## src/rtl/core/blld_pkg.sv

```systemverilog
// Shared types, constants and register indexes for the beacon loss detector.
package blld_pkg;

   // Number of history bytes examined per poll, one lane per byte.
   localparam int HISTORY_LEN = 8;

   // Field widths of one poll word.
   localparam int ADDR_W   = 48;
   localparam int SIGNAL_W = 8;
   localparam int BYTES_W  = 32;
   localparam int TIME_W   = 63;
   localparam int HIST_W   = 8 * HISTORY_LEN;
   localparam int LEN_W    = 4;
   localparam int COUNT_W  = 8;
   localparam int WINDOW_W = 32;

   // Configuration port geometry.
   localparam int CSR_INDEX_W = 3;
   localparam int CSR_DATA_W  = 32;

   // Register indexes.
   localparam logic [CSR_INDEX_W-1:0] CSR_LOST_MARKER_PRIMARY   = 3'd0;
   localparam logic [CSR_INDEX_W-1:0] CSR_LOST_MARKER_SECONDARY = 3'd1;
   localparam logic [CSR_INDEX_W-1:0] CSR_WINDOW_SCREEN_ON      = 3'd2;
   localparam logic [CSR_INDEX_W-1:0] CSR_WINDOW_SCREEN_OFF     = 3'd3;
   localparam logic [CSR_INDEX_W-1:0] CSR_MIN_POLLS_SCREEN_ON   = 3'd4;
   localparam logic [CSR_INDEX_W-1:0] CSR_MIN_POLLS_SCREEN_OFF  = 3'd5;

   // Register reset values.
   localparam logic signed [SIGNAL_W-1:0] LOST_MARKER_PRIMARY_RST   = -8'sd127;
   localparam logic signed [SIGNAL_W-1:0] LOST_MARKER_SECONDARY_RST = -8'sd128;
   localparam logic [WINDOW_W-1:0]        WINDOW_SCREEN_ON_RST      = 32'd12000;
   localparam logic [WINDOW_W-1:0]        WINDOW_SCREEN_OFF_RST     = 32'd3000;
   localparam logic [COUNT_W-1:0]         MIN_POLLS_SCREEN_ON_RST   = 8'd5;
   localparam logic [COUNT_W-1:0]         MIN_POLLS_SCREEN_OFF_RST  = 8'd3;

   // Saturation value of the qualifying poll count.
   localparam logic [COUNT_W-1:0] COUNT_MAX = {COUNT_W{1'b1}};

   // History length that a poll must reach to qualify.
   localparam logic [LEN_W-1:0] HISTORY_LEN_MIN = LEN_W'(HISTORY_LEN);

   // Configuration register set.
   typedef struct packed {
      logic signed [SIGNAL_W-1:0] lost_marker_primary;
      logic signed [SIGNAL_W-1:0] lost_marker_secondary;
      logic [WINDOW_W-1:0]        window_screen_on;
      logic [WINDOW_W-1:0]        window_screen_off;
      logic [COUNT_W-1:0]         min_polls_screen_on;
      logic [COUNT_W-1:0]         min_polls_screen_off;
   } blld_cfg_type;

   // Classification of one history byte.
   typedef struct packed {
      logic is_lost;     // byte is a primary marker, a secondary marker or zero
      logic is_primary;  // byte is the primary marker
   } blld_lane_flags_type;

endpackage

```

## src/rtl/core/blld_lane.sv

```systemverilog
// One history lane: classifies a single raw beacon signal byte.
module blld_lane (
   input  logic [7:0]                   hist_byte,
   input  blld_pkg::blld_cfg_type       cfg,
   output blld_pkg::blld_lane_flags_type flags
);
   import blld_pkg::*;

   logic match_primary;
   logic match_secondary;

   // Compare the byte against both markers and zero.
   assign match_primary   = (hist_byte == cfg.lost_marker_primary);
   assign match_secondary = (hist_byte == cfg.lost_marker_secondary);

   assign flags.is_primary = match_primary;
   assign flags.is_lost    = match_primary || match_secondary || (hist_byte == 8'h00);

endmodule

```

## src/rtl/core/blld_merge.sv

```systemverilog
// Merges the lane flags into a single history verdict.
module blld_merge (
   input  blld_pkg::blld_lane_flags_type [blld_pkg::HISTORY_LEN-1:0] lane_flags,
   output logic                                                     history_lost
);
   import blld_pkg::*;

   logic all_lost;
   logic any_primary;

   // Every lane must report a lost byte and at least one the primary marker.
   always_comb begin
      all_lost    = 1'b1;
      any_primary = 1'b0;
      for (int i = 0; i < HISTORY_LEN; i++) begin
         all_lost    = all_lost & lane_flags[i].is_lost;
         any_primary = any_primary | lane_flags[i].is_primary;
      end
   end

   assign history_lost = all_lost && any_primary;

endmodule

```

## src/rtl/core/blld_track.sv

```systemverilog
// Link tracking state, qualifying window and count, and the loss decision.
module blld_track (
   input  logic                           clock,
   input  logic                           reset,
   input  logic                           accept,
   input  logic [blld_pkg::ADDR_W-1:0]    peer_address,
   input  logic signed [blld_pkg::SIGNAL_W-1:0] signal_level,
   input  logic [blld_pkg::BYTES_W-1:0]   received_bytes,
   input  logic                           screen_on,
   input  logic [blld_pkg::TIME_W-1:0]    poll_time,
   input  logic [blld_pkg::LEN_W-1:0]     history_length,
   input  logic                           history_lost,
   input  blld_pkg::blld_cfg_type         cfg,
   output logic                           beacon_lost
);
   import blld_pkg::*;

   logic                       tracking_valid_ff, tracking_valid_in;
   logic [ADDR_W-1:0]          tracked_address_ff, tracked_address_in;
   logic signed [SIGNAL_W-1:0] tracked_signal_ff, tracked_signal_in;
   logic [BYTES_W-1:0]         tracked_bytes_ff, tracked_bytes_in;
   logic                       tracked_screen_ff, tracked_screen_in;
   logic [TIME_W-1:0]          window_start_ff, window_start_in;
   logic [COUNT_W-1:0]         qualifying_ff, qualifying_in;

   logic                link_changed;
   logic                poll_qualifies;
   logic [COUNT_W-1:0]  count_inc;
   logic [TIME_W-1:0]   elapsed;
   logic [WINDOW_W-1:0] window_sel;
   logic [COUNT_W-1:0]  min_polls_sel;
   logic                window_met;

   // The link counts as unchanged only if all four tracked values match.
   assign link_changed = !tracking_valid_ff
                         || (tracked_address_ff != peer_address)
                         || (tracked_signal_ff != signal_level)
                         || (tracked_bytes_ff != received_bytes)
                         || (tracked_screen_ff != screen_on);

   assign poll_qualifies = (history_length >= HISTORY_LEN_MIN) && history_lost;

   // Saturating increment of the qualifying count.
   assign count_inc = (qualifying_ff == COUNT_MAX) ? COUNT_MAX : qualifying_ff + 1'b1;

   // Window and minimum count follow the screen flag.
   assign window_sel    = screen_on ? cfg.window_screen_on : cfg.window_screen_off;
   assign min_polls_sel = screen_on ? cfg.min_polls_screen_on : cfg.min_polls_screen_off;
   assign elapsed       = poll_time - window_start_ff;
   assign window_met    = (elapsed >= {{(TIME_W-WINDOW_W){1'b0}}, window_sel})
                          && (count_inc >= min_polls_sel);

   // Next-state and decision for the word being accepted.
   always_comb begin
      tracking_valid_in  = tracking_valid_ff;
      tracked_address_in = tracked_address_ff;
      tracked_signal_in  = tracked_signal_ff;
      tracked_bytes_in   = tracked_bytes_ff;
      tracked_screen_in  = tracked_screen_ff;
      window_start_in    = window_start_ff;
      qualifying_in      = qualifying_ff;
      beacon_lost        = 1'b0;
      if (link_changed) begin
         tracking_valid_in  = 1'b1;
         tracked_address_in = peer_address;
         tracked_signal_in  = signal_level;
         tracked_bytes_in   = received_bytes;
         tracked_screen_in  = screen_on;
         window_start_in    = '0;
         qualifying_in      = '0;
      end else if (!poll_qualifies) begin
         window_start_in = '0;
         qualifying_in   = '0;
      end else if (window_start_ff == '0) begin
         // A window opens at this poll.
         window_start_in = poll_time;
         qualifying_in   = count_inc;
      end else if (poll_time <= window_start_ff) begin
         // Time did not advance, so the window restarts here.
         window_start_in = poll_time;
         qualifying_in   = COUNT_W'(1);
      end else if (window_met) begin
         window_start_in = poll_time;
         qualifying_in   = COUNT_W'(1);
         beacon_lost     = 1'b1;
      end else begin
         qualifying_in = count_inc;
      end
   end

   // Tracking state updates only on an accepted word.
   always_ff @(posedge clock) begin
      if (reset) begin
         tracking_valid_ff  <= 1'b0;
         tracked_address_ff <= '0;
         tracked_signal_ff  <= '0;
         tracked_bytes_ff   <= '0;
         tracked_screen_ff  <= 1'b0;
         window_start_ff    <= '0;
         qualifying_ff      <= '0;
      end else if (accept) begin
         tracking_valid_ff  <= tracking_valid_in;
         tracked_address_ff <= tracked_address_in;
         tracked_signal_ff  <= tracked_signal_in;
         tracked_bytes_ff   <= tracked_bytes_in;
         tracked_screen_ff  <= tracked_screen_in;
         window_start_ff    <= window_start_in;
         qualifying_ff      <= qualifying_in;
      end
   end

   // Nothing tracked means no window and no count.
   assert property (@(posedge clock) disable iff (reset)
      !tracking_valid_ff |-> (qualifying_ff == '0) && (window_start_ff == '0))
      else $error("count or window set while no link is tracked");

   // A changed link clears the window and the count.
   assert property (@(posedge clock) disable iff (reset)
      accept && link_changed |=> (qualifying_ff == '0) && (window_start_ff == '0))
      else $error("link change did not clear window state");

   // A report restarts the window at the reporting poll with a count of one.
   assert property (@(posedge clock) disable iff (reset)
      accept && beacon_lost |=> (qualifying_ff == COUNT_W'(1))
                                && (window_start_ff == $past(poll_time)))
      else $error("window not restarted after a loss report");

endmodule

```

## src/rtl/core/beacon_loss_detector_core.sv

```systemverilog
// Top level of the beacon loss detector: lanes, merge, tracking and output stage.
//
// The detector takes one poll word per clock cycle while req_stall is low and
// delivers one result word per poll, in order, from its output register. Each
// history byte is classified by its own lane, the lane flags are merged, and
// the tracking logic updates the link state and decides beacon_lost in the same
// cycle as the accept; the sustained rate is one poll per cycle while unstalled.
// An output register backed by a one-word skid stage lets the block keep
// accepting polls while a result waits; req_stall rises only when both hold a
// word. Configuration writes take effect at the next edge.
module beacon_loss_detector_core (
   input  logic                                  clock,
   input  logic                                  reset,
   // Poll channel
   input  logic                                  req_valid,
   output logic                                  req_stall,
   input  logic [blld_pkg::ADDR_W-1:0]           req_peer_address,
   input  logic signed [blld_pkg::SIGNAL_W-1:0]  req_signal_level,
   input  logic [blld_pkg::BYTES_W-1:0]          req_received_bytes,
   input  logic                                  req_screen_on,
   input  logic [blld_pkg::TIME_W-1:0]           req_poll_time,
   input  logic [blld_pkg::HIST_W-1:0]           req_history_bytes,
   input  logic [blld_pkg::LEN_W-1:0]            req_history_length,
   // Result channel
   output logic                                  rsp_valid,
   input  logic                                  rsp_stall,
   output logic                                  rsp_beacon_lost,
   // Configuration port
   input  logic                                  csr_write_enable,
   input  logic [blld_pkg::CSR_INDEX_W-1:0]      csr_index,
   input  logic [blld_pkg::CSR_DATA_W-1:0]       csr_write_data
);
   import blld_pkg::*;

   blld_cfg_type cfg_ff, cfg_in;

   blld_lane_flags_type [HISTORY_LEN-1:0] lane_flags;
   logic history_lost;
   logic decision;
   logic accept;
   logic out_take;

   logic out_valid_ff, out_valid_in;
   logic out_lost_ff, out_lost_in;
   logic skid_valid_ff, skid_valid_in;
   logic skid_lost_ff, skid_lost_in;

   // Configuration register writes.
   always_comb begin
      cfg_in = cfg_ff;
      if (csr_write_enable) begin
         case (csr_index)
            CSR_LOST_MARKER_PRIMARY:   cfg_in.lost_marker_primary   = csr_write_data[7:0];
            CSR_LOST_MARKER_SECONDARY: cfg_in.lost_marker_secondary = csr_write_data[7:0];
            CSR_WINDOW_SCREEN_ON:      cfg_in.window_screen_on      = csr_write_data;
            CSR_WINDOW_SCREEN_OFF:     cfg_in.window_screen_off     = csr_write_data;
            CSR_MIN_POLLS_SCREEN_ON:   cfg_in.min_polls_screen_on   = csr_write_data[7:0];
            CSR_MIN_POLLS_SCREEN_OFF:  cfg_in.min_polls_screen_off  = csr_write_data[7:0];
            default:                   cfg_in = cfg_ff;
         endcase
      end
   end

   always_ff @(posedge clock) begin
      if (reset) begin
         cfg_ff.lost_marker_primary   <= LOST_MARKER_PRIMARY_RST;
         cfg_ff.lost_marker_secondary <= LOST_MARKER_SECONDARY_RST;
         cfg_ff.window_screen_on      <= WINDOW_SCREEN_ON_RST;
         cfg_ff.window_screen_off     <= WINDOW_SCREEN_OFF_RST;
         cfg_ff.min_polls_screen_on   <= MIN_POLLS_SCREEN_ON_RST;
         cfg_ff.min_polls_screen_off  <= MIN_POLLS_SCREEN_OFF_RST;
      end else begin
         cfg_ff <= cfg_in;
      end
   end

   // One classification lane per history byte.
   for (genvar g = 0; g < HISTORY_LEN; g++) begin : g_lane
      blld_lane u_lane (
         .hist_byte (req_history_bytes[8*g +: 8]),
         .cfg       (cfg_ff),
         .flags     (lane_flags[g])
      );
   end

   blld_merge u_merge (
      .lane_flags   (lane_flags),
      .history_lost (history_lost)
   );

   blld_track u_track (
      .clock          (clock),
      .reset          (reset),
      .accept         (accept),
      .peer_address   (req_peer_address),
      .signal_level   (req_signal_level),
      .received_bytes (req_received_bytes),
      .screen_on      (req_screen_on),
      .poll_time      (req_poll_time),
      .history_length (req_history_length),
      .history_lost   (history_lost),
      .cfg            (cfg_ff),
      .beacon_lost    (decision)
   );

   // Handshake: input stalls only while the skid stage holds a word.
   assign req_stall = skid_valid_ff;
   assign accept    = req_valid && !skid_valid_ff;
   assign out_take  = out_valid_ff && !rsp_stall;

   // Output register with skid stage.
   always_comb begin
      out_valid_in  = out_valid_ff;
      out_lost_in   = out_lost_ff;
      skid_valid_in = skid_valid_ff;
      skid_lost_in  = skid_lost_ff;
      if (!out_valid_ff || out_take) begin
         out_valid_in  = skid_valid_ff || accept;
         out_lost_in   = skid_valid_ff ? skid_lost_ff : decision;
         skid_valid_in = 1'b0;
      end else if (accept) begin
         skid_valid_in = 1'b1;
         skid_lost_in  = decision;
      end
   end

   always_ff @(posedge clock) begin
      if (reset) begin
         out_valid_ff  <= 1'b0;
         skid_valid_ff <= 1'b0;
      end else begin
         out_valid_ff  <= out_valid_in;
         skid_valid_ff <= skid_valid_in;
      end
      out_lost_ff  <= out_lost_in;
      skid_lost_ff <= skid_lost_in;
   end

   assign rsp_valid       = out_valid_ff;
   assign rsp_beacon_lost = out_lost_ff;

   // The skid stage is only ever filled behind a full output register.
   assert property (@(posedge clock) disable iff (reset)
      skid_valid_ff |-> out_valid_ff)
      else $error("skid word held with empty output register");

   // A word accepted behind a stalled result lands in the skid stage.
   assert property (@(posedge clock) disable iff (reset)
      accept && out_valid_ff && rsp_stall |=> skid_valid_ff && out_valid_ff)
      else $error("accepted word lost behind a stalled result");

   // After an accept the output register always holds a result word.
   assert property (@(posedge clock) disable iff (reset)
      accept |=> out_valid_ff)
      else $error("accepted word produced no result");

endmodule

```

## config.mk

```make
export PLATFORM = sky130hd
export DESIGN_NAME = beacon_loss_detector_core
export DESIGN_NICKNAME = d
export VERILOG_FILES = /design/src/rtl/core/blld_pkg.sv /design/src/rtl/core/blld_lane.sv /design/src/rtl/core/blld_merge.sv /design/src/rtl/core/blld_track.sv /design/src/rtl/core/beacon_loss_detector_core.sv
export SDC_FILE = /design/constraint.sdc
export NUM_CORES = 1
export LEC_CHECK = 0
export ABC_AREA = 0
export BUFFER_PORTS_ARGS = -buffer_cell sky130_fd_sc_hd__clkbuf_2
export CORE_ASPECT_RATIO = 0.5
export CORE_MARGIN = 2
export CORE_UTILIZATION = 38
export DETAILED_ROUTE_END_ITERATION = 8
export GPL_ROUTABILITY_DRIVEN = 0
export PLACE_DENSITY = 0.63
export SLEW_MARGIN = 20
export SYNTH_ARGS = -nofsm -noshare
export SYNTH_HDL_FRONTEND = slang
export SYNTH_SLANG_ARGS = --single-unit
```

## constraint.sdc

```tcl
create_clock -name clock -period 5.6 [get_ports clock]
set_input_delay 0.28 -clock clock [delete_from_list [all_inputs] [get_ports clock]]
set_output_delay 0.28 -clock clock [all_outputs]
set_load 0.01 [all_outputs]
```

==> Word-level counts from Yosys, hierarchy flattened <==
Index checks and enable logic that the tools add are counted.
Widths: inputs -> output; s select.
{ "word_totals": {"ff_bits": 261, "input_bits": 260, "out_inout_bits": 3, "word_cells": 135} }
{ "classes": {"addsub": 2, "magnitude_cmp": 4, "eq_ne": 27, "muxes": 19, "n_bitwise": 15, "reduce_logical": 51} }
{ "op_table": {"columns": ["op", "count"], "rows": [
  ["$mux 63", 5],
  ["$eq 8x8->1", 16],
  ["$logic_not 8->1", 8],
  ["$ge 63x32->1", 1],
  ["$le 63x63->1", 1],
  ["$logic_not 63->1", 1],
  ["$sub 63x63->63", 1],
  ["$mux 8", 7],
  ["$ne 48x48->1", 1],
  ["$mux 32", 1],
  ["$ne 32x32->1", 1],
  ["$logic_or 1x1->1", 22],
  ["$reduce_and 2->1", 9],
  ["$add 8x1->8 const B", 1],
  ["$eq 8x8->1 const B", 1],
  ["$ge 8x8->1", 1],
  ["$ne 8x8->1", 1],
  ["$and 1x1->1", 7],
  ["$or 1x1->1", 7],
  ["$eq 3x2->1 const B", 2],
  ["$eq 3x3->1 const B", 2],
  ["$mux 1", 6],
  ["$logic_and 1x1->1", 5],
  ["$ne 5x4->1 const B", 1],
  ["other kinds (7)", 10]
]} }

==> Longest topological paths before layout <==
Gate-level depths: netlist of run 1.
{ "depth": {"word_depth": 15, "mapped_depth": 26, "mapped_depth_nobuf": 24} }

==> By module <==
A second synthesis of run 1 with hierarchy kept.
{ "unflattened": {"hier_cells": 2302, "area_unflattened_um2": 19199.7} }
{ "by_module_without_submodules": {"columns": ["mod", "n_inst", "cells_per_inst", "area_each_um2", "seq_area_each_um2"], "rows": [
  ["blld_track", 1, 1710, 13504.2, 3223.1],
  ["beacon_loss_detector_core", 1, 379, 4038.9, 2021.9],
  ["blld_lane", 8, 26, 201.4, 0.0],
  ["blld_merge", 1, 5, 45.0, 0.0]
]} }

==> Worst setup path before layout of run 1 <==
No wires, ideal clock.
{ "synth_path": {"path_kind": "input port to flip-flop", "startpoint": "input port req_poll_time[0] in the netlist's numbering", "endpoint": "register u_track.window_start_ff[10]", "setup_ns": 0.117, "arrival_ns": 5.135, "required_ns": 5.483, "slack_ns": 0.348, "cell_stages": 26, "path_buffers": 2, "cell_sequence": "inv_1 ha_1 fa_1 nand2b_1 a2111oi_2 a211oi_4 o31ai_1 a21oi_1 nor2_1 nor2_1 xnor2_1 ha_1 nand4_1 nor3_1 a41oi_1 o21ai_0 a211oi_1 or3b_1 a211oi_2 nand4_1 nor4_4 a21oi_2 o21a_1 clkbuf_1 buf_2 a22o_1"} }
{ "synth_via": {"elab_chain_len": 5, "elab_cells_between_ends": 10, "classes_between": "1 x add/sub; 2 x order compare; 1 x eq/ne; 4 x mux; 2 x reduce/logical"} }
{ "synth_rtl": {"columns": ["element", "line", "rtl"], "rows": [
  ["from (decl)", "beacon_loss_detector_core.sv:21", "input logic [blld_pkg::TIME_W-1:0] req_poll_time,"],
  ["$sub 63x63->63 / $le 63x63->1 (equally long branches)", "blld_track.sv:49, blld_track.sv:78", null],
  ["$ge 63x32->1 / $mux 63 (equally long branches)", "blld_track.sv:50, blld_track.sv:78", null],
  ["$logic_and 1x1->1 / $mux 63 (equally long branches)", "blld_track.sv:51, blld_track.sv:74", null],
  ["$ne 5x4->1 (no source line) / $mux 63 (equally long branches)", null, null],
  ["$reduce_and 2->1 (no source line) / $mux 63 (equally long branches)", null, null],
  ["to (signal assigned)", "blld_track.sv:107", "window_start_ff <= window_start_in;"],
  ["to (decl)", "blld_track.sv:23", "logic [TIME_W-1:0] window_start_ff, window_start_in;"]
]} }
Several ways; a longest one is shown, not always the timed one.
A chain may end at the register's enable or synchronous reset.

==> Worst setup path after layout of run 1 <==
{ "layout_path": {"startpoint": "input port req_poll_time[5] in the netlist's numbering", "endpoint": "register u_track.window_start_ff[26]"} }
The elaborated chain is that of the path after synthesis.

==> flow_summary.ini, run 1 <==
[routing]
drc_errors = 0
route.detailed.vias_per_inst = 5.43
routed_metal_1_wire_length_um = 25900
drt_pre_antenna_iters = 5
drt_wl_total_um = 61100
route.vias.total = 18800
dr_wl_met2_um = 29600
met3WireLength_um = 3450
highest_layer = met5
drt.antenna.violating_nets = 0
first_iter_violations = 1475
routed_wire_length_per_instance_um = 17.6

[sta]
fin_crit_sh = 0.999
maxSlewViolCount = 0
worstMarginPinSlew_ns = 1.06
achievable-frequency_mhz = 179
final-setup-viol-count = 0
worst_clock_skew_ns = 0.0208
hold_viol = 0
max_slew_margin = 0.293
fin_setup_tns_ns = 0
layout_min_cycle_time_ns = 5.60
grt_setup_unrepaired = true
finalWorstSetupSlack_ns = 0.00339

[grt]
grt_start_max_net_pins = 103
grt_antenna_before_repair = 3
grt_remaining_overflow = 0
grt_use_total = 0.229
number_of_global_route_vias_before_repair = 18200
wire_length_of_the_first_global_routing_pass_um = 94700

[power_and_ir_drop]
power.density_nw_per_um2 = 210
power_leakage_nw = 9.67
irDropWorstVdd_v = 0.000231

[synth]
synthAdderAreaFrac = 0.0712
synth_simple_gate_area_share = 0.241
ys_dominant_reg_cell = dfxtp_1
syn_area_um2 = 18500
avgSynthCellArea_um2 = 7.91
yosys.cell_count.top_type = nand2_1
syn-instance-count = 2346
number_of_enable_flip_flop_cells_after_synthesis = 2
portion_of_netlist_area_occupied_by_mux_cells = 0.0721
dominant_combinational_cell_family_by_area_after_synthesis = simple AND/OR/NAND/NOR gates
post-synth-top-area-cell = dfxtp_1
syn-num-nets = 2711
dominant_cells_by_area_after_synthesis = dfxtp_1 28%, ha_1 7.0%, mux2i_1 6.9%
yosysTopAreaCellShare = 0.280
post_synthesis_share_of_cell_area_spent_on_xor_and_xnor_gates = 0.105
synth.lib_cells_used.distinct = 88
ys_top_cells_by_count = 324 x nand2_1, 259 x dfxtp_1, 176 x nor2_1, 174 x a21oi_1, 134 x xnor2_1
synth.yosys.seq_area_share = 0.283
async_flop_share = 0
synth-compound-area-share = 0.177
ys_seq_elements = 261
yosys_warnings = 0

[setup_path]
timing.critical_path.to_type = flop
critPathRequiredTime_ns = 6.07
startpoint_type = input port
worstSetupPathType = in2reg
critical_path_peak_fanout = 15
critical_path_arrival_ns = 6.07
reg2reg_depth = 27

[floorplanning]
design.portCount = 263
die_width_um = 316
core_area_um2 = 48400
floorplan.rows = 57
die_height_um = 160
initial_core_util = 0.384
floorplan.die_area_um2 = 50700

[cells_and_area]
fin_nets = 3159
filler_cell_count = 4724
post_route_cells_drive_above_1_share = 0.174
area_growth_syn_to_layout_pct = 29.4

[clocking]
clock_latency_on_the_worst_skew_pair_ns = 0.59
cts_made_buffers = 27
deepest_clock_path_buffer_count = 3
deepest_level_of_the_cts_h_tree = 1
cts.root.buffer_cell = clkbuf_16
clk_pin_slew_worst_paths_ns = 0.06
tritoncts = yes
numClockSinks = 261

[min_path]
min_path_cells = 3
hold_path_class = in2reg

[placed_design]
placement_setup_slack_ns = -0.354
port_buffers = 259
detailed_place_hpwl_um = 45100

[run]
max-cap-violations = 0

[run_status]
status = finished, final reports clean
[state kept, by name, indices dropped and copies added, names as in the netlist]
name / cells
u_track.tracked_address_ff: 48
rsp_beacon_lost: 1
u_track.qualifying_ff: 8
cfg_ff: 96
req_stall: 1
u_track.window_start_ff: 63
u_track.tracking_valid_ff: 1
u_track.tracked_signal_ff: 8
u_track.tracked_screen_ff: 1
u_track.tracked_bytes_ff: 32
skid_lost_ff: 1
rsp_valid: 1
[where the power goes]
part / switching (mW) / internal [mW] / total (mW) / leakage, nW
combinational: 0.597 / 0.517 / 1.11 / 7.09
clock: 0.808 / 1.14 / 1.95 / 0.453
sequential: 0.0488 / 1.92 / 1.97 / 2.13
[through the flow]
step,cells,utilization,power (mW),area (um2),hold WS (ns)
6_report,3466,0.496,5.03,24000,0.0264
4_1_cts,3457,0.490,5.05,23700,0.000487
3_5_place_dp,3232,0.432,2.97,20900,0.446
3_3_place_gp,3232,0.432,2.96,20900,0.441
2_1_floorplan,2346,-,2.61,18500,0.401
5_1_grt,3466,0.496,5.27,24000,0.0257
[per-layer routing]
| layer | global-route usage | vias to the layer above |
|---|---|---|
| li1 | - | 9277 |
| met1 | 0.287 | 8874 |
| met2 | 0.395 | 535 |
| met3 | 0.0373 | 147 |
| met4 | 0.0830 | 2 |
| met5 | 0 | - |
[logic make-up after synthesis]
logic type | count (synthesis)
DFF | 261
buffers and inverters | 223
AOI/OAI and AO/OA | 491
muxes | 133
and+or+nand+nor | 911
xor gates and xnor gates | 222
adders and majority gates | 105
[timing repair]
item / 4_1_cts / 5_1_grt
gates resized for setup: 12 / 56
endpoints found under the hold margin: 193 / 0
pin swaps: 7 / 25
hold buffers: 169 / 0
gates cloned: 2 / 4
setup buffers: 4 / 4
setup endpoints to repair: 70 / 72
[cell usage in the layout (no fill, tap or decap), types with 36 or more instances in the layout]
| cell | netlist | routed |
|---|---|---|
| a21oi_1 | 174 | 167 |
| nand3_1 | 36 | 36 |
| nor2_1 | 176 | 171 |
| nor4_1 | 83 | 83 |
| dfxtp_1 | 259 | 254 |
| inv_1 | 104 | 104 |
| a22o_1 | 66 | 66 |
| clkbuf_2 | 0 | 258 |
| mux2i_1 | 128 | 128 |
| nand4_1 | 86 | 86 |
| o21ai_0 | 74 | 68 |
| buf_4 | 2 | 99 |
| dlygate4sd3_1 | 0 | 169 |
| ha_1 | 104 | 92 |
| xnor2_1 | 134 | 133 |
| xor2_1 | 88 | 88 |
| nor3_1 | 41 | 37 |
| nor2b_1 | 67 | 66 |
| nand2_1 | 324 | 324 |
[worst max-delay path, stage by stage]
cell and delay, ns:
dlygate4sd3_1 0.54, clkbuf_2 0.14, ha_1 0.39, buf_4 0.19, a21o_1 0.18, o21ai_1 0.25, buf_4 0.17, nand3b_1 0.14
a221oi_1 0.38, xnor2_1 0.21, ha_1 0.30, nand2_1 0.09, nor3_2 0.06, a41oi_2 0.17, buf_4 0.15, o21ai_2 0.05
a211oi_2 0.22, or3b_1 0.38, a211oi_2 0.19, nand4_1 0.19, nor4_4 0.44, a21oi_2 0.13, buf_4 0.16, o21a_4 0.27
buf_12 0.17, a22o_1 0.19
[worst paths after layout]
check / start / slack (ns) / end
setup / recovery: req_poll_time[5] / 0.003 / u_track.window_start_ff[26]
setup reg to reg: u_track.window_start_ff[5] / 0.01 / u_track.window_start_ff[26]
hold / removal: req_signal_level[6] / 0.03 / u_track.tracked_signal_ff[6]
hold reg to reg: u_track.qualifying_ff[4] / 0.45 / u_track.qualifying_ff[4]
[cell type report]
type,count,area (um2),share of cell area
timing repair buffer,538,3970,0.165
multi-input combinational,1862,12700,0.527
inverter,104,390,0.0163
tap,649,812,0.0338
sequential,261,5250,0.219
clock inverter,11,199,0.00829
clock buffer,39,731,0.0304
antenna,2,5.00,0.000208
Power figures use the tool's default switching activity.
==> run 2: changes to the inputs <==
--- a/config.mk
+++ b/config.mk
@@ -16,4 +16,5 @@
 export SLEW_MARGIN = 20
 export SYNTH_ARGS = -nofsm -noshare
 export SYNTH_HDL_FRONTEND = slang
+export SYNTH_HIERARCHICAL = 1
 export SYNTH_SLANG_ARGS = --single-unit
==> flow_summary.ini, run 2 <==
[run_status]
status = finished, final reports clean

[power_and_ir_drop]
power_leakage_nw = 9.81
power.share.switching = 0.289
power_frac_clock = 0.405
comb_power_share = 0.216
irDropWorstVdd_v = 0.000226
power.share.sequential = 0.380
switchingPower_mw = 1.49
cellInternalPower_mw = 3.67
power.density_nw_per_um2 = 215

[clocking]
deepest_level_of_the_cts_h_tree = 1
deepest_clock_path_buffer_count = 3
clk_pin_slew_worst_paths_ns = 0.07
numClockSinks = 261
tritoncts = yes
cts.root.buffer_cell = clkbuf_16
clock_latency_on_the_worst_skew_pair_ns = 0.58
cts_made_buffers = 28

[sta]
fin_setup_tns_ns = 0
fin_crit_sh = 0.961
final-setup-viol-count = 0
achievable-frequency_mhz = 186
layout_min_cycle_time_ns = 5.38
worstMarginPinSlew_ns = 1.13
hold_viol = 0
finalHoldWorstSlack_ns = 0.0123
worst_clock_skew_ns = 0.0149
max_slew_margin = 0.238
maxSlewViolCount = 0

[routing]
first_iter_violations = 1532
drt.antenna.violating_nets = 0
drt_wl_total_um = 61000
route.vias.total = 18500
route.detailed.vias_per_inst = 5.46
drc_errors = 0
routed_wire_length_per_instance_um = 18.0
drt_pre_antenna_iters = 6

[grt]
grt_use_total = 0.221
grt_start_max_net_pins = 146
number_of_global_route_vias_before_repair = 17700
grt_antenna_before_repair = 7
grt_remaining_overflow = 0
wire_length_of_the_first_global_routing_pass_um = 93900

[cells_and_area]
mostFrequentLayoutCell = dfxtp_1
post_route_cells_drive_above_1_share = 0.146
ff_latch_area_um2 = 5250
fin_nets = 3064
utilization = 0.480
final_cells = 3387
largest_registers = cfg_ff (96), u_track/window_start_ff (63), u_track/tracked_address_ff (48)
top_register = cfg_ff
filler_cell_count = 4847
final_cell_area_um2 = 24000
number_of_flip_flops_under_the_largest_register_name = 96
multi_input_area_um2 = 13000
area_growth_syn_to_layout_pct = 25.3
final_cell_mix = 259 x dfxtp_1, 258 x clkbuf_2, 241 x nor2_1, 222 x mux2i_1, 191 x xnor2_1

[synth]
syn-instance-count = 2302
ys_dominant_reg_cell = dfxtp_1
yosys.cell_count.top_type = dfxtp_1
syn_area_um2 = 19200
number_of_enable_flip_flop_cells_after_synthesis = 2
ys_top_cells_by_count = 259 x dfxtp_1, 241 x nor2_1, 222 x mux2i_1, 191 x xnor2_1, 156 x nand2b_1
post-synth-top-area-cell = dfxtp_1
synth.lib_cells_used.distinct = 84
dominant_cells_by_area_after_synthesis = dfxtp_1 27%, mux2i_1 12%, xnor2_1 8.7%
avgSynthCellArea_um2 = 8.34
yosys_warnings = 6
yosysTopAreaCellShare = 0.270
ys_seq_elements = 261
synth.yosys.seq_area_share = 0.273
syn-num-nets = 2667
async_flop_share = 0

[floorplanning]
floorplan.die_area_um2 = 52400
design.portCount = 263
die_width_um = 322
floorplan.rows = 58
core_area_um2 = 50100
die_height_um = 163
initial_core_util = 0.383

[setup_path]
critical_path_arrival_ns = 5.84
crit_path_cell_chain = inv_1, ha_1, a21oi_1, o21ai_0, nor2_1, a21oi_1, a21oi_1, o21ai_0, xor2_1, ha_1, nand4_1, nor4bb_2, a221oi_2, o2111ai_1, a2111oi_2, o211ai_1, and4b_1, nand4b_4, o31ai_4, a211oi_4, buf_12, a22o_1
startpoint_type = flop
worstSetupPathType = reg2reg
critPathRequiredTime_ns = 6.06
most_prevalent_standard_cell_on_the_critical_path = a21oi_1
timing.critical_path.to_type = flop
critical_path_peak_fanout = 35
critical_path.slowest_cell = o21ai_0
crit_path_max_incr_delay_ns = 0.55

[run]
max-cap-violations = 0

[placed_design]
numPlacedInstances = 3151
detailed_place_hpwl_um = 45200
port_buffers = 259
total_cell_area_at_the_placement_stage_um2 = 21100

[min_path]
hold_path_class = in2reg
-- run 2: cell count changes after synthesis, sizes merged, moves of 21 or more --
cell | before | now
nand4 | 88 | 113
a21oi | 181 | 116
xor2 | 88 | 38
nor2b | 67 | 12
nor4 | 84 | 61
mux2i | 128 | 222
xnor2 | 134 | 191
nand3b | 24 | 3
nand2 | 324 | 130
nor2 | 176 | 242
nand2b | 14 | 156
-- run 2: cell type report --
cell class	count	share of cell area
repair buffers	481	0.146
flip-flops and latches	261	0.218
clock buffers	34	0.0313
inverters	104	0.0162
diodes	7	0.000728
multi-input cells	1823	0.542
clock inverters	17	0.0117
well taps	660	0.0343
-- run 2: cell families after synthesis --
logic type	after synthesis	synth area share
mux	227	0.119
xor+xnor	229	0.104
buf+inv	218	0.0548
compound gates	417	0.149
flops	261	0.273
simple gates	845	0.231
fa+ha+maj	105	0.0688
-- run 2: power by group through the flow --
stage               Sequential (mW)  Combinational (mW)  Clock, mW
finish                         1.96                1.11       2.09
global route                   1.97                1.22       2.22
CTS                            1.96                1.08       2.13
detailed placement             2.00               0.967          0
global placement               2.00               0.958          0
floorplan                      1.99               0.649          0
-- run 2: worst paths after layout --
kind | startpoint | endpoint | slack (ns) | cells after the start
setup / recovery | u_track/window_start_ff[12] | u_track/window_start_ff[29] | 0.22 | 22
hold / removal | csr_write_data[11] | cfg_ff[59] | 0.01 | 3
setup reg to reg | u_track/window_start_ff[12] | u_track/window_start_ff[29] | 0.22 | 22
hold reg to reg | cfg_ff[42] | cfg_ff[42] | 0.47 | 2
-- run 2: per-stage QoR --
step / setup WS, ns / power, mW
final: 0.218 / 5.17
after global routing: -0.00154 / 5.40
after CTS: 0.0145 / 5.17
after detailed placement: -0.122 / 2.97
after global placement: 0.0300 / 2.96
after floorplan: 0.527 / 2.64
-- run 2: critical path: cells and delay by family, from the launching register on --
kind,cells,cell delay [ns]
xor+xnor,1,0.18
compound gates,12,2.92
buf+inv,2,0.26
flops,1,0.42
fa+ha+maj,2,0.60
simple gates,5,0.86
-- run 2: repair_timing --
item | in CTS | in global routing
hold buffers | 174 | 0
endpoints found under the setup margin | 64 | 73
endpoints found under the hold margin | 193 | 0
setup buffers | 0 | 1
gates cloned | 0 | 3
pin swaps | 0 | 4
gates resized for setup | 3 | 21
-- run 2: routing by layer --
metal  part of all wire  wire length (um)  track usage
met5            0.00021                13            0
met4              0.026              1600       0.0667
met3              0.058              3510       0.0317
met2               0.48             29100        0.380
met1               0.44             26800        0.287
==> run 3: changes to the inputs <==
--- a/config.mk
+++ b/config.mk
@@ -7,11 +7,13 @@
 export LEC_CHECK = 0
 export ABC_AREA = 0
 export BUFFER_PORTS_ARGS = -buffer_cell sky130_fd_sc_hd__clkbuf_2
-export CORE_ASPECT_RATIO = 0.5
+export CORE_ASPECT_RATIO = 1.1
 export CORE_MARGIN = 2
 export CORE_UTILIZATION = 38
+export CTS_CLUSTER_DIAMETER = 100
 export DETAILED_ROUTE_END_ITERATION = 8
 export GPL_ROUTABILITY_DRIVEN = 0
+export MAX_ROUTING_LAYER = met4
 export PLACE_DENSITY = 0.63
 export SLEW_MARGIN = 20
 export SYNTH_ARGS = -nofsm -noshare
==> flow_summary.ini, run 3 (same netlist as run 2, synthesis figures left out) <==
[cells_and_area]
mostFrequentLayoutCell = clkbuf_2
top_register = cfg_ff
final_cells = 3393
post_route_cells_drive_above_1_share = 0.163
number_of_flip_flops_under_the_largest_register_name = 96
final_cell_mix = 258 x clkbuf_2, 257 x dfxtp_1, 241 x nor2_1, 222 x mux2i_1, 190 x xnor2_1
largest_registers = cfg_ff (96), u_track/window_start_ff (63), u_track/tracked_address_ff (48)
fin_nets = 3071
final_cell_area_um2 = 24200
area_growth_syn_to_layout_pct = 26.3

[grt]
number_of_global_route_vias_before_repair = 18800
grt_remaining_overflow = 0
grt_start_max_net_pins = 143
wire_length_of_the_first_global_routing_pass_um = 98200
grt_use_total = 0.238
grt_antenna_before_repair = 1

[run]
max-cap-violations = 0

[power_and_ir_drop]
cellInternalPower_mw = 3.68
power.share.switching = 0.289
power_frac_clock = 0.402
total_power_mw = 5.18
power_leakage_nw = 9.92
power.density_nw_per_um2 = 214
power.share.sequential = 0.379
irDropWorstVdd_v = 0.000278
comb_power_share = 0.219
switchingPower_mw = 1.50

[routing]
drt_pre_antenna_iters = 6
drt_wl_total_um = 63900
routed_wire_length_per_instance_um = 18.8
drt.antenna.violating_nets = 0
drc_errors = 0
first_iter_violations = 1635
route.detailed.vias_per_inst = 5.59
route.vias.total = 19000

[setup_path]
critPathLaunch = u_track/window_start_ff[0]
crit_path_max_incr_delay_ns = 0.55
worstSetupPathType = reg2reg
reg2reg_depth = 22
critical_path.slowest_cell = a211oi_4
r2r-start = u_track/window_start_ff[0]
critical_path_peak_fanout = 16
crit_path_cell_chain = ha_4, fa_2, and2b_2, o2111ai_4, a2111oi_4, nor3_2, o21ai_1, buf_4, a31oi_4, xnor2_2, ha_1, nand4_1, nor4bb_4, o41ai_1, o211ai_1, nand2_1, o2111ai_1, buf_4, o31ai_4, a211oi_4, clkbuf_16, a22o_1
critPathRequiredTime_ns = 6.11
timing.critical_path.to_type = flop
most_prevalent_standard_cell_on_the_critical_path = buf_4
critPathCapture = u_track/window_start_ff[7]
critical_path_arrival_ns = 5.96
startpoint_type = flop
rrSetupSlack_ns = 0.15
worstReg2RegEnd = u_track/window_start_ff[7]

[clocking]
deepest_clock_path_buffer_count = 3
deepest_level_of_the_cts_h_tree = 1
tritoncts = yes
cts.root.buffer_cell = clkbuf_16
clock_latency_on_the_worst_skew_pair_ns = 0.60
numClockSinks = 261
cts_made_buffers = 31
clk_pin_slew_worst_paths_ns = 0.06

[sta]
max_slew_margin = 0.319
final-setup-viol-count = 0
finalHoldWorstSlack_ns = 0.0124
grt_setup_unrepaired = true
worst_clock_skew_ns = 0.0371
fin_crit_sh = 0.973
layout_min_cycle_time_ns = 5.45
hold_viol = 0
worstMarginPinSlew_ns = 1.02
finalWorstSetupSlack_ns = 0.154
maxSlewViolCount = 0
achievable-frequency_mhz = 184

[floorplanning]
die_width_um = 218
floorplan.rows = 86
design.portCount = 263
initial_core_util = 0.384
floorplan.die_area_um2 = 52300
core_area_um2 = 50000
die_height_um = 240

[placed_design]
detailed_place_hpwl_um = 47500
port_buffers = 259
numPlacedInstances = 3163
total_cell_area_at_the_placement_stage_um2 = 21100
placement_setup_slack_ns = -0.182

[run_status]
status = finished, final reports clean

[min_path]
hold_path_class = in2reg
## run 3: cell count changes in the layout (fill, tap and decap cells not counted), sizes merged
cell         previous run  this run
bufinv                  6         2
inv                   104       107
dlygate4sd3           174       162
buf                    47        62
clkinv                  9         8
clkbuf                294       305
clkinvlp                2         1
diode                   7         2
## run 3: metal layers
metal  GRT usage  routed length, um  up-vias
met1       0.281              26300     8990
li1            -                  -     9093
met4      0.0895               2370        0
met2       0.414              31400      708
met5           -                  0        -
met3      0.0265               3750      165
## run 3: metrics by stage
| step | utilization | TNS, ns |
|---|---|---|
| 3_5_place_dp | 0.423 | -3.30 |
| 5_1_grt | 0.485 | -2.34 |
| 4_1_cts | 0.477 | 0 |
| 3_3_place_gp | 0.423 | -0.0341 |
| 2_1_floorplan | - | 0 |
| 6_report | 0.485 | 0 |
## run 3: cell type report
class | instances | area, um2
Sequential cell | 261 | 5250
Tap cell | 660 | 826
Antenna cell | 2 | 5.00
Fill cell | 4752 | 25800
Timing Repair Buffer | 485 | 3530
Inverter | 104 | 390
Clock inverter | 14 | 134
Clock buffer | 44 | 935
Multi-Input combinational cell | 1823 | 13200
## run 3: worst min-delay path by stage
stage                             startpoint                     endpoint  cells after the start
after floorplan            req_poll_time[10]  u_track/window_start_ff[10]                      1
after global placement            cfg_ff[48]                   cfg_ff[48]                      2
after detailed placement          cfg_ff[43]                   cfg_ff[43]                      2
after CTS                 csr_write_data[19]                   cfg_ff[35]                      3
after global routing      csr_write_data[28]                   cfg_ff[44]                      3
final                     csr_write_data[19]                   cfg_ff[35]                      3
## run 3: critical path, delay by kind of cell, from the launching register on
kind,cells,cell delay (ns)
AOI/OAI and AO/OA,10,2.16
and+or+nand+nor,5,1.19
adders and majority gates,3,0.80
buffers and inverters,3,0.65
DFF,1,0.35
xor gates and xnor gates,1,0.16
## run 3: power by group through the flow
stage | Sequential (mW) | Clock [mW] | Combinational [mW]
after global routing | 1.97 | 2.21 | 1.23
after detailed placement | 2.00 | 0 | 0.982
after CTS | 1.96 | 2.13 | 1.08
after global placement | 2.00 | 0 | 0.962
after floorplan | 1.99 | 0 | 0.649
final | 1.96 | 2.08 | 1.13
## run 3: repair_timing
action                                  4_1_cts  5_1_grt
hold endpoints to repair                    170        0
setup buffers                                 0        5
pin swaps                                     0       24
resized for setup                             3       59
endpoints found under the setup margin       30       73
cloned                                        0        4
hold buffers                                162        0
